File: src/hw/rtl/esrs_pkg.sv
// Package for the SPI angle-sensor read sequencer.
// Holds phase and event codes, frame constants, result struct and the
// command-frame helper. No dependencies.
package esrs_pkg;

    localparam int unsigned FRAME_W = 16;
    localparam int unsigned DATA_W  = 14;
    localparam int unsigned ERR_W   = 5;
    localparam int unsigned PAR_BIT  = 15;
    localparam int unsigned FLAG_BIT = 14;

    localparam logic [DATA_W-1:0] ADDR_ANGLE = 14'h3FFE;
    localparam logic [DATA_W-1:0] ADDR_DIAG  = 14'h3FFC;
    localparam logic [DATA_W-1:0] ADDR_ERRFL = 14'h0001;
    localparam logic [DATA_W-1:0] ADDR_NOP   = 14'h0000;

    // error flag bit positions
    localparam int unsigned ERR_ANY   = 0;
    localparam int unsigned ERR_BUS   = 1;
    localparam int unsigned ERR_PAR   = 2;
    localparam int unsigned ERR_ADDR  = 3;
    localparam int unsigned ERR_FRAME = 4;

    typedef enum logic [1:0] {
        EV_START_ANGLE = 2'd0,
        EV_START_DIAG  = 2'd1,
        EV_FRAME       = 2'd2,
        EV_BUS_FAULT   = 2'd3
    } esrs_event_t;

    typedef enum logic [4:0] {
        PH_IDLE   = 5'b00001,
        PH_CMD    = 5'b00010,
        PH_DATA   = 5'b00100,
        PH_ERRCMD = 5'b01000,
        PH_ERRFL  = 5'b10000
    } esrs_phase_t;

    // first member sits in the highest bits: accepted ends up at bit 0
    typedef struct packed {
        logic [ERR_W-1:0]   error_flags;
        logic [DATA_W-1:0]  read_data;
        logic               done_res;
        logic [FRAME_W-1:0] tx_frame;
        logic               tx_send;
        logic               accepted;
    } esrs_result_t;

    localparam int unsigned RESULT_W = $bits(esrs_result_t);
    localparam int unsigned M_TDATA_W = ((RESULT_W + 7) / 8) * 8;

    // read command: address, read flag, even parity over the whole frame
    function automatic logic [FRAME_W-1:0] read_cmd(input logic [DATA_W-1:0] addr);
        logic [FRAME_W-2:0] f;
        f = {1'b1, addr};
        return {^f, f};
    endfunction

endpackage

File: src/hw/rtl/esrs_step.sv
// Next-state and result logic for one event of the read sequencer.
// Purely combinational; depends on esrs_pkg.
module esrs_step
    import esrs_pkg::*;
(
    input  esrs_event_t         func,
    input  logic [FRAME_W-1:0]  rx_frame,
    input  esrs_phase_t         phase,
    input  logic [ERR_W-1:0]    err,
    input  logic [DATA_W-1:0]   data,
    output esrs_phase_t         phase_next,
    output logic [ERR_W-1:0]    err_next,
    output logic [DATA_W-1:0]   data_next,
    output esrs_result_t        result
);

    esrs_phase_t ph;
    logic        bad;

    // unreachable codes behave as idle
    always_comb
    begin
        unique case (phase)
            PH_IDLE, PH_CMD, PH_DATA, PH_ERRCMD, PH_ERRFL: ph = phase;
            default:                                       ph = PH_IDLE;
        endcase
    end

    assign bad = (err != '0) || (^rx_frame) || rx_frame[FLAG_BIT];

    always_comb
    begin
        logic             acc;
        logic             send;
        logic [FRAME_W-1:0] frame;
        logic             done;
        acc        = 1'b0;
        send       = 1'b0;
        frame      = '0;
        done       = 1'b0;
        phase_next = ph;
        err_next   = err;
        data_next  = data;
        unique case (func)
            EV_START_ANGLE, EV_START_DIAG:
            begin
                if (ph == PH_IDLE)
                begin
                    acc        = 1'b1;
                    err_next   = '0;
                    phase_next = PH_CMD;
                    send       = 1'b1;
                    frame      = read_cmd((func == EV_START_ANGLE) ? ADDR_ANGLE : ADDR_DIAG);
                end
            end
            EV_BUS_FAULT:
            begin
                err_next[ERR_ANY] = 1'b1;
                err_next[ERR_BUS] = 1'b1;
                phase_next        = PH_IDLE;
                done              = 1'b1;
            end
            default:
            begin
                if (ph != PH_IDLE)
                begin
                    if (bad)
                    begin
                        err_next[ERR_ANY] = 1'b1;
                        if (ph == PH_CMD)
                        begin
                            send       = 1'b1;
                            frame      = read_cmd(ADDR_ERRFL);
                            phase_next = PH_ERRCMD;
                        end
                        else if (ph == PH_ERRCMD || ph == PH_DATA)
                        begin
                            send       = 1'b1;
                            frame      = read_cmd(ADDR_NOP);
                            phase_next = PH_ERRFL;
                        end
                        else
                        begin
                            // ERRFL answer: flags decoded regardless of its parity
                            if (rx_frame[2]) err_next[ERR_PAR]   = 1'b1;
                            if (rx_frame[1]) err_next[ERR_ADDR]  = 1'b1;
                            if (rx_frame[0]) err_next[ERR_FRAME] = 1'b1;
                            phase_next = PH_IDLE;
                            done       = 1'b1;
                        end
                    end
                    else if (ph == PH_CMD)
                    begin
                        send       = 1'b1;
                        frame      = read_cmd(ADDR_ERRFL);
                        phase_next = PH_DATA;
                    end
                    else
                    begin
                        data_next  = rx_frame[DATA_W-1:0];
                        phase_next = PH_IDLE;
                        done       = 1'b1;
                    end
                end
            end
        endcase
        result.accepted    = acc;
        result.tx_send     = send;
        result.tx_frame    = frame;
        result.done_res    = done;
        result.read_data   = data_next;
        result.error_flags = err_next;
    end

endmodule

File: src/hw/rtl/encoder_spi_read_sequencer_top.sv
// Each input transfer is captured in the input register and its result in the result register.
// Throughput: one event per cycle while m_tready drains the result; an empty input register still fills while it waits.
// The only loop is the phase/error/data state update, computed combinationally and registered once per fired event.
// Reset (rst_n, async, active low): phase idle, errors and data cleared, both stages empty.
// Top level of the SPI read sequencer; depends on esrs_pkg and esrs_step.
module encoder_spi_read_sequencer_top
    import esrs_pkg::*;
(
    input  logic                 clk,
    input  logic                 rst_n,
    input  logic                 s_tvalid,
    output logic                 s_tready,
    input  logic [15:0]          s_tdata,   // [15:0] rx_frame
    input  logic [1:0]           s_tuser,   // [1:0] func
    output logic                 m_tvalid,
    input  logic                 m_tready,
    // [0] accepted, [1] tx_send, [17:2] tx_frame, [18] done_res,
    // [32:19] read_data, [37:33] error_flags, [39:38] zero
    output logic [M_TDATA_W-1:0] m_tdata
);

    logic               in_vld_reg;
    esrs_event_t        func_reg;
    logic [FRAME_W-1:0] rx_reg;

    esrs_phase_t        phase_reg, phase_next;
    logic [ERR_W-1:0]   err_reg, err_next;
    logic [DATA_W-1:0]  data_reg, data_next;

    logic               out_vld_reg;
    esrs_result_t       out_reg, step_res;

    logic               advance;
    logic               fire;

    assign advance  = !out_vld_reg || m_tready;
    assign fire     = in_vld_reg && advance;
    assign s_tready = !in_vld_reg || advance;

    esrs_step u_step (
        .func       (func_reg),
        .rx_frame   (rx_reg),
        .phase      (phase_reg),
        .err        (err_reg),
        .data       (data_reg),
        .phase_next (phase_next),
        .err_next   (err_next),
        .data_next  (data_next),
        .result     (step_res)
    );

    always_ff @(posedge clk or negedge rst_n)
    begin
        if (!rst_n)
        begin
            in_vld_reg  <= 1'b0;
            out_vld_reg <= 1'b0;
            phase_reg   <= PH_IDLE;
            err_reg     <= '0;
            data_reg    <= '0;
        end
        else
        begin
            if (s_tready)
                in_vld_reg <= s_tvalid;
            if (advance)
                out_vld_reg <= in_vld_reg;
            if (fire)
            begin
                phase_reg <= phase_next;
                err_reg   <= err_next;
                data_reg  <= data_next;
            end
        end
    end

    always_ff @(posedge clk)
    begin
        if (s_tready && s_tvalid)
        begin
            func_reg <= esrs_event_t'(s_tuser);
            rx_reg   <= s_tdata;
        end
        if (fire)
            out_reg <= step_res;
    end

    assign m_tvalid = out_vld_reg;
    assign m_tdata  = {{(M_TDATA_W-RESULT_W){1'b0}}, out_reg};

`ifndef SYNTHESIS
    a_done_idle: assert property (@(posedge clk) disable iff (!rst_n)
        fire && step_res.done_res |=> phase_reg == PH_IDLE)
        else $error("phase not idle after sequence end");

    a_accept_clean: assert property (@(posedge clk) disable iff (!rst_n)
        out_vld_reg && out_reg.accepted |-> out_reg.tx_send && out_reg.error_flags == '0)
        else $error("accepted start without command or with stale errors");

    a_ready_empty: assert property (@(posedge clk) disable iff (!rst_n)
        !out_vld_reg |-> s_tready)
        else $error("input stalled with empty result stage");

    a_hold_state: assert property (@(posedge clk) disable iff (!rst_n)
        !fire |=> $stable(phase_reg) && $stable(err_reg) && $stable(data_reg))
        else $error("state changed without an event");
`endif

endmodule
File: config.mk
export PLATFORM = sky130hd
export DESIGN_NAME = encoder_spi_read_sequencer_top
export DESIGN_NICKNAME = d
export VERILOG_FILES = /design/src/hw/rtl/esrs_pkg.sv /design/src/hw/rtl/esrs_step.sv /design/src/hw/rtl/encoder_spi_read_sequencer_top.sv
export SDC_FILE = /design/constraint.sdc
export NUM_CORES = 1
export LEC_CHECK = 0
export BUFFER_PORTS_ARGS = -buffer_cell sky130_fd_sc_hd__buf_2
export CELL_PAD_IN_SITES_DETAIL_PLACEMENT = 1
export CELL_PAD_IN_SITES_GLOBAL_PLACEMENT = 1
export CORE_UTILIZATION = 42
export DETAILED_ROUTE_END_ITERATION = 8
export GPL_TIMING_DRIVEN = 0
export PLACE_DENSITY_LB_ADDON = 0.08
export SLEW_MARGIN = 10
export SYNTH_ARGS = -nofsm -noshare
export SYNTH_HDL_FRONTEND = slang
export SYNTH_HIERARCHICAL = 1
export SYNTH_SLANG_ARGS = --single-unit
File: constraint.sdc
create_clock -name clk -period 2.5 [get_ports clk]
set_clock_uncertainty 0.15 [all_clocks]
set_input_delay 0.25 -clock clk [delete_from_list [all_inputs] [get_ports clk]]
set_output_delay 0.25 -clock clk [all_outputs]
set_load 0.05 [all_outputs]
=== Yosys cells after proc, flatten, opt, wreduce, memory -nomap -nowiden ===
Cells that the tools add are included.

* Register bits after elaboration: 82
* Output and inout bits: 42
* Word-level logic and storage cells: 87

* Equal/unequal tests: 12
* Muxes and demuxes: 46
* Reduce and logical (&&, ||, !) cells: 16

{| class="wikitable"
|+ Operator list
! cell !! count
|-
| 16-bit 2-to-1 mux || 5
|-
| 14-bit 2-to-1 mux || 4
|-
| 5-bit 2-to-1 mux || 7
|-
| 16-bit one-hot mux with 2 select lines || 1
|-
| 1-bit 2-to-1 mux || 16
|-
| 16-bit XOR reduction || 1
|-
| 15-bit 2-to-1 mux || 1
|-
| 3-bit 2-to-1 mux || 5
|-
| 15-bit XOR reduction || 1
|-
| 5-bit by 1-bit equality test with 1-bit output, second input constant || 2
|-
| 5-bit by 2-bit equality test with 1-bit output, second input constant || 2
|-
| 5-bit by 3-bit equality test with 1-bit output, second input constant || 2
|-
| 5-bit by 4-bit equality test with 1-bit output, second input constant || 2
|-
| 5-bit one-hot mux with 2 select lines || 1
|-
| 1-bit one-hot mux with 2 select lines || 4
|-
| 3-bit one-hot mux with 2 select lines || 1
|-
| 5-bit equality test, second input constant || 1
|-
| 1-bit logical OR || 5
|-
| 5-bit by 1-bit != test with 1-bit output, second input constant || 1
|-
| 5-bit nonzero test || 1
|-
| 5-bit OR reduction || 1
|-
| 3-bit OR reduction || 1
|-
| 2-bit by 1-bit equality test with 1-bit output, second input constant || 1
|-
| 2-bit equality test, second input constant || 1
|-
| 5 further kinds || 7
|}

=== Logic depth before layout (Yosys ltp) ===
* Word-level depth: 10
* Mapped depth: 9

=== Hierarchy ===
Netlist, hierarchy kept.

{| class="wikitable"
|+ Modules (own cells, without submodules)
! module !! instances !! cells an instance !! area each (um^2) !! seq. area each (um^2)
|-
| encoder_spi_read_sequencer_top || 1 || 118 || 2771.4 || 2333.5
|-
| esrs_step || 1 || 125 || 909.6 || 0.0
|}

=== Least setup slack after synthesis ===
Ideal clock, no wire load.

* Path kind: reg-to-reg
* Start: reg phase_reg[2]
* End: reg data_reg[10]
* Data arrival time: 2.109 ns
* Required time: 2.225 ns
* Slack: 0.116 ns
* Cell stages (with the launch flop): 10
* Path buffers: 2
* Period minus slack after synthesis: 2.384 ns
* Cells stage by stage: dfrtp_1 > buf_2 > nor2_1 > mux2i_1 > nor3_1 > nand2_1 > nor3_4 > buf_6 > mux2_2 > mux2_4

* Word-level cells in the longest chain between the ends: 8
* Elaborated cells between the ends (all ways): 13
* Classes of those cells: eq/ne (7); mux (5); reduce/logical (1)

{| class="wikitable"
|+ Ends and longest elaborated chain
! what !! RTL line !! RTL
|-
| from (decl) || encoder_spi_read_sequencer_top.sv:26 || <nowiki>esrs_phase_t phase_reg, phase_next;</nowiki>
|-
| from (signal assigned) || encoder_spi_read_sequencer_top.sv:70 || <nowiki>phase_reg <= phase_next;</nowiki>
|-
| 5-bit by 1-bit equality test with 1-bit output, or another cell as far along || esrs_step.sv:23 || <nowiki>unique case (phase)</nowiki>
|-
| 5-bit OR reduction || esrs_step.sv:23 ||
|-
| 5-bit 2-to-1 mux * || esrs_step.sv:23 ||
|-
| 5-bit by 2-bit equality test with 1-bit output || esrs_step.sv:92 || <nowiki>else if (ph == PH_CMD)</nowiki>
|-
| 14-bit 2-to-1 mux || esrs_step.sv:92 ||
|-
| 14-bit 2-to-1 mux || esrs_step.sv:67 || <nowiki>if (bad)</nowiki>
|-
| 14-bit 2-to-1 mux * || esrs_step.sv:65 || <nowiki>if (ph != PH_IDLE)</nowiki>
|-
| 14-bit 2-to-1 mux * || esrs_step.sv:44 || <nowiki>unique case (func)</nowiki>
|-
| via data_next[10] || encoder_spi_read_sequencer_top.sv:28 || <nowiki>logic [DATA_W-1:0] data_reg, data_next;</nowiki>
|-
| to (signal assigned) || encoder_spi_read_sequencer_top.sv:72 || <nowiki>data_reg <= data_next;</nowiki>
|-
| to (decl) || encoder_spi_read_sequencer_top.sv:28 ||
|}

Mark *: on every way through the listed nets, which the timed path passes. The rest lies on a longest branch.
A chain may end at the register's enable or synchronous reset.

=== Worst setup path after layout ===
* Start: reg rx_reg[1]
* End: reg data_reg[12]

* Word-level cells in the longest chain between the ends: 6

{| class="wikitable"
|+ Ends and longest elaborated chain
! what !! RTL line !! RTL
|-
| from (decl) || encoder_spi_read_sequencer_top.sv:24 || <nowiki>logic [FRAME_W-1:0] rx_reg;</nowiki>
|-
| from (signal assigned) || encoder_spi_read_sequencer_top.sv:82 || <nowiki>rx_reg <= s_tdata;</nowiki>
|-
| 16-bit XOR reduction || esrs_step.sv:29 || <nowiki>assign bad = (err != '0) || (^rx_frame) || rx_frame[FLAG_BIT];</nowiki>
|-
| 1-bit logical OR (2 in series) || esrs_step.sv:29 ||
|-
| 14-bit 2-to-1 mux || esrs_step.sv:67 ||
|-
| 14-bit 2-to-1 mux || esrs_step.sv:65 ||
|-
| 14-bit 2-to-1 mux || esrs_step.sv:44 ||
|-
| via data_next[12] || encoder_spi_read_sequencer_top.sv:28 ||
|}

The timed path passes the listed nets, and every way through them passes these cells.

==> out/qor.yml <==
tightest_slew_ns: 0.942
crit_path_frequent_cell: "xnor2_2"
critPathMaxStageDelay_ns: 0.46
track_usage_pct: 17.5
cts-buffers-inserted: 9
cts.sinks: 82
dpl.hpwl_mm: 4.68
max_cap_viol_count: 0
avgRoutedWirePerCell_um: 16.3
setup.worst_path.start_class: "register"
clk_pin_slew_ns: 0.10
vias: 2213
cellPowerDensity_nw_per_um2: 735
die-area_um2: 9140
ys_seq_area_share_pct: 63.4
clk_latency_ns: 0.36
required_ns: 2.58
yosysWarnings: 6
syn_inst: 243
wl_mm: 7.45
relSlewSlack_pct: 37.2
synth_cell_type_count: 39
final_net_count: 369
ant_nets: 0
gr-total-overflow: 0
place_ws_ns: -0.289
synth_top_area_share_pct: 45.7
synthTopCellsByArea: "edfxtp_1, dfrtp_1, mux2_4"
io_buffers: 61
antenna_found_initial: 0
rows: 33
setup-violations-final: 13
drive_above_1_share_pct: 53.4
htree_levels: 3
start_util_pct: 44.1
tritoncts: "done"
synth.most_common_cell: "edfxtp_1"
syn_area_um2: 3680
cp_max_fo: 5
dr.pass1.iters: 4
grt_pass1_wl_mm: 11.6
cts-root-buf: "clkbuf_8"
coreArea_um2: 8340
io_pins: 64
crit_type: "register to register"
route.detailed.vias_per_inst: 4.84
crit_arrival_ns: 2.62
synthArstFlopShare_pct: 31.7
cpMaxStageDelayCell: "edfxtp_1"
final_util_pct: 57.5
dpl.cell_count: 410
synth_edf_count: 56
end_kind: "register"
p_total_mw: 3.52
hp-class: "input pin to register"
fin_crit_ns: 2.53
syn_to_final_growth_pct: 30.3
worstPathCellList: "xnor2_2 -> xnor2_2 -> xnor2_2 -> xnor2_2 -> nor3_4 -> buf_6 -> mux2_4 -> mux2_4"
worst_slack_ns: -0.0345
ys_seq_elements: 82
synth.avg_cell_area_um2: 15.1
status: "finished, violations left"
die_y_um: 95.6
violations: "setup timing"
max_freq_ghz: 0.395
num_antenna_cells: 0
final_cells: 457
slew_viol_final: 0
clk_path_buf_depth: 2
yosys.area.top_type: "edfxtp_1"
period_share_pct: 101
drcViolationCount: 0
drt_iter0_drc: 42
synthTopCellsByCount: "edfxtp_1, buf_4, dfrtp_1, mux2_2, mux2_4"
place_congestion: 0.786
largest_register_ffs: 38
chipWidth_um: 95.6
peakVddDrop_v: 0.000299
grt_pass1_vias: 2295
grt_max_degree: 39
timing_hold_violations_final: 0
rsz0062_at_grt: "true"
synth_top_flop_cell: "edfxtp_1"
leakage_nw: 2.13
-- per-stage QoR --
step                      setup TNS [ns]  hold slack [ns]  cell area, µm²
after floorplan                        0           -0.196            3680
after global placement             -6.19            0.165            4120
after detailed placement           -6.62            0.169            4120
after CTS                         -0.252           0.0380            4540
after global routing               -2.70           0.0825            4800
final                             -0.234           0.0567            4800
-- routing by layer --
layer / up-vias / global-route usage [%] / wire length (µm)
met5: - / 0 / 0
met4: 0 / 7.09 / 109
met3: 8 / 3.11 / 306
met2: 52 / 30.6 / 3850
met1: 1107 / 21.3 / 3190
li1: 1046 / - / -
-- cell families after synthesis --
family | share of synthesized area [%]
xor+xnor | 4.28
compound gates | 3.47
other cells | 0.102
simple gates | 6.02
buf+inv | 8.91
mux | 13.8
flops | 63.4
-- what timing repair did --
action,CTS,global route
gates resized for setup,7,46
buffers inserted,2,10
gates cloned,0,1
endpoints found under the hold margin,44,0
pin swaps,2,11
endpoints found under the setup margin,39,52
hold buffers,20,0
-- report_power, final --
part,internal [mW],switching (mW)
sequential,1.62,0.0863
clock,0.367,0.505
combinational,0.394,0.547
-- path summary, 6_finish.rpt --
kind	cells after the start	from	to	slack (ns)
worst max register to register	8	rx_reg[1]$_DFFE_PP_	data_reg[12]$_DFFE_PN0P_	-0.03
worst min-delay path	3	m_tready	m_tvalid$_DFFE_PN0P_	0.06
worst max-delay path	8	rx_reg[1]$_DFFE_PP_	data_reg[12]$_DFFE_PN0P_	-0.03
worst min register to register	1	data_reg[5]$_DFFE_PN0P_	data_reg[5]$_DFFE_PN0P_	0.37
max in group asynchronous	2	rst_n	phase_reg[1]$_DFFE_PN0P_	1.42
min in group asynchronous	2	rst_n	data_reg[2]$_DFFE_PN0P_	0.31
-- cells in the final DEF, fill, tap and decap left out, types with 5 or more instances in the layout --
master         count
mux2_2             5
inv_1              5
clkbuf_8           9
buf_2             62
nor2_1             6
dlygate4sd3_1     20
buf_4             33
edfxtp_1          56
dfrtp_1           24
nand2_1            6
mux2_4            33
buf_6             18
xnor2_2            9
xnor2_1            6
-- worst max-delay path, delay by kind of cell, from the launching register on --
| family | cells | cell delay [ns] |
|---|---|---|
| xor gates and xnor gates | 4 | 0.72 |
| DFF | 1 | 0.46 |
| and+or+nand+nor | 1 | 0.29 |
| buffers and inverters | 1 | 0.19 |
| muxes | 2 | 0.60 |
-- final cells by class --
class	count	area, µm²
well taps	105	131
multi-input cells	114	1160
inverters	6	22.5
plain buffers	40	354
fillers	838	3540
clock buffers	9	124
clock inverters	7	53.8
flip-flops and latches	82	2330
repair buffers	94	611
Power figures use the tool's default switching activity.
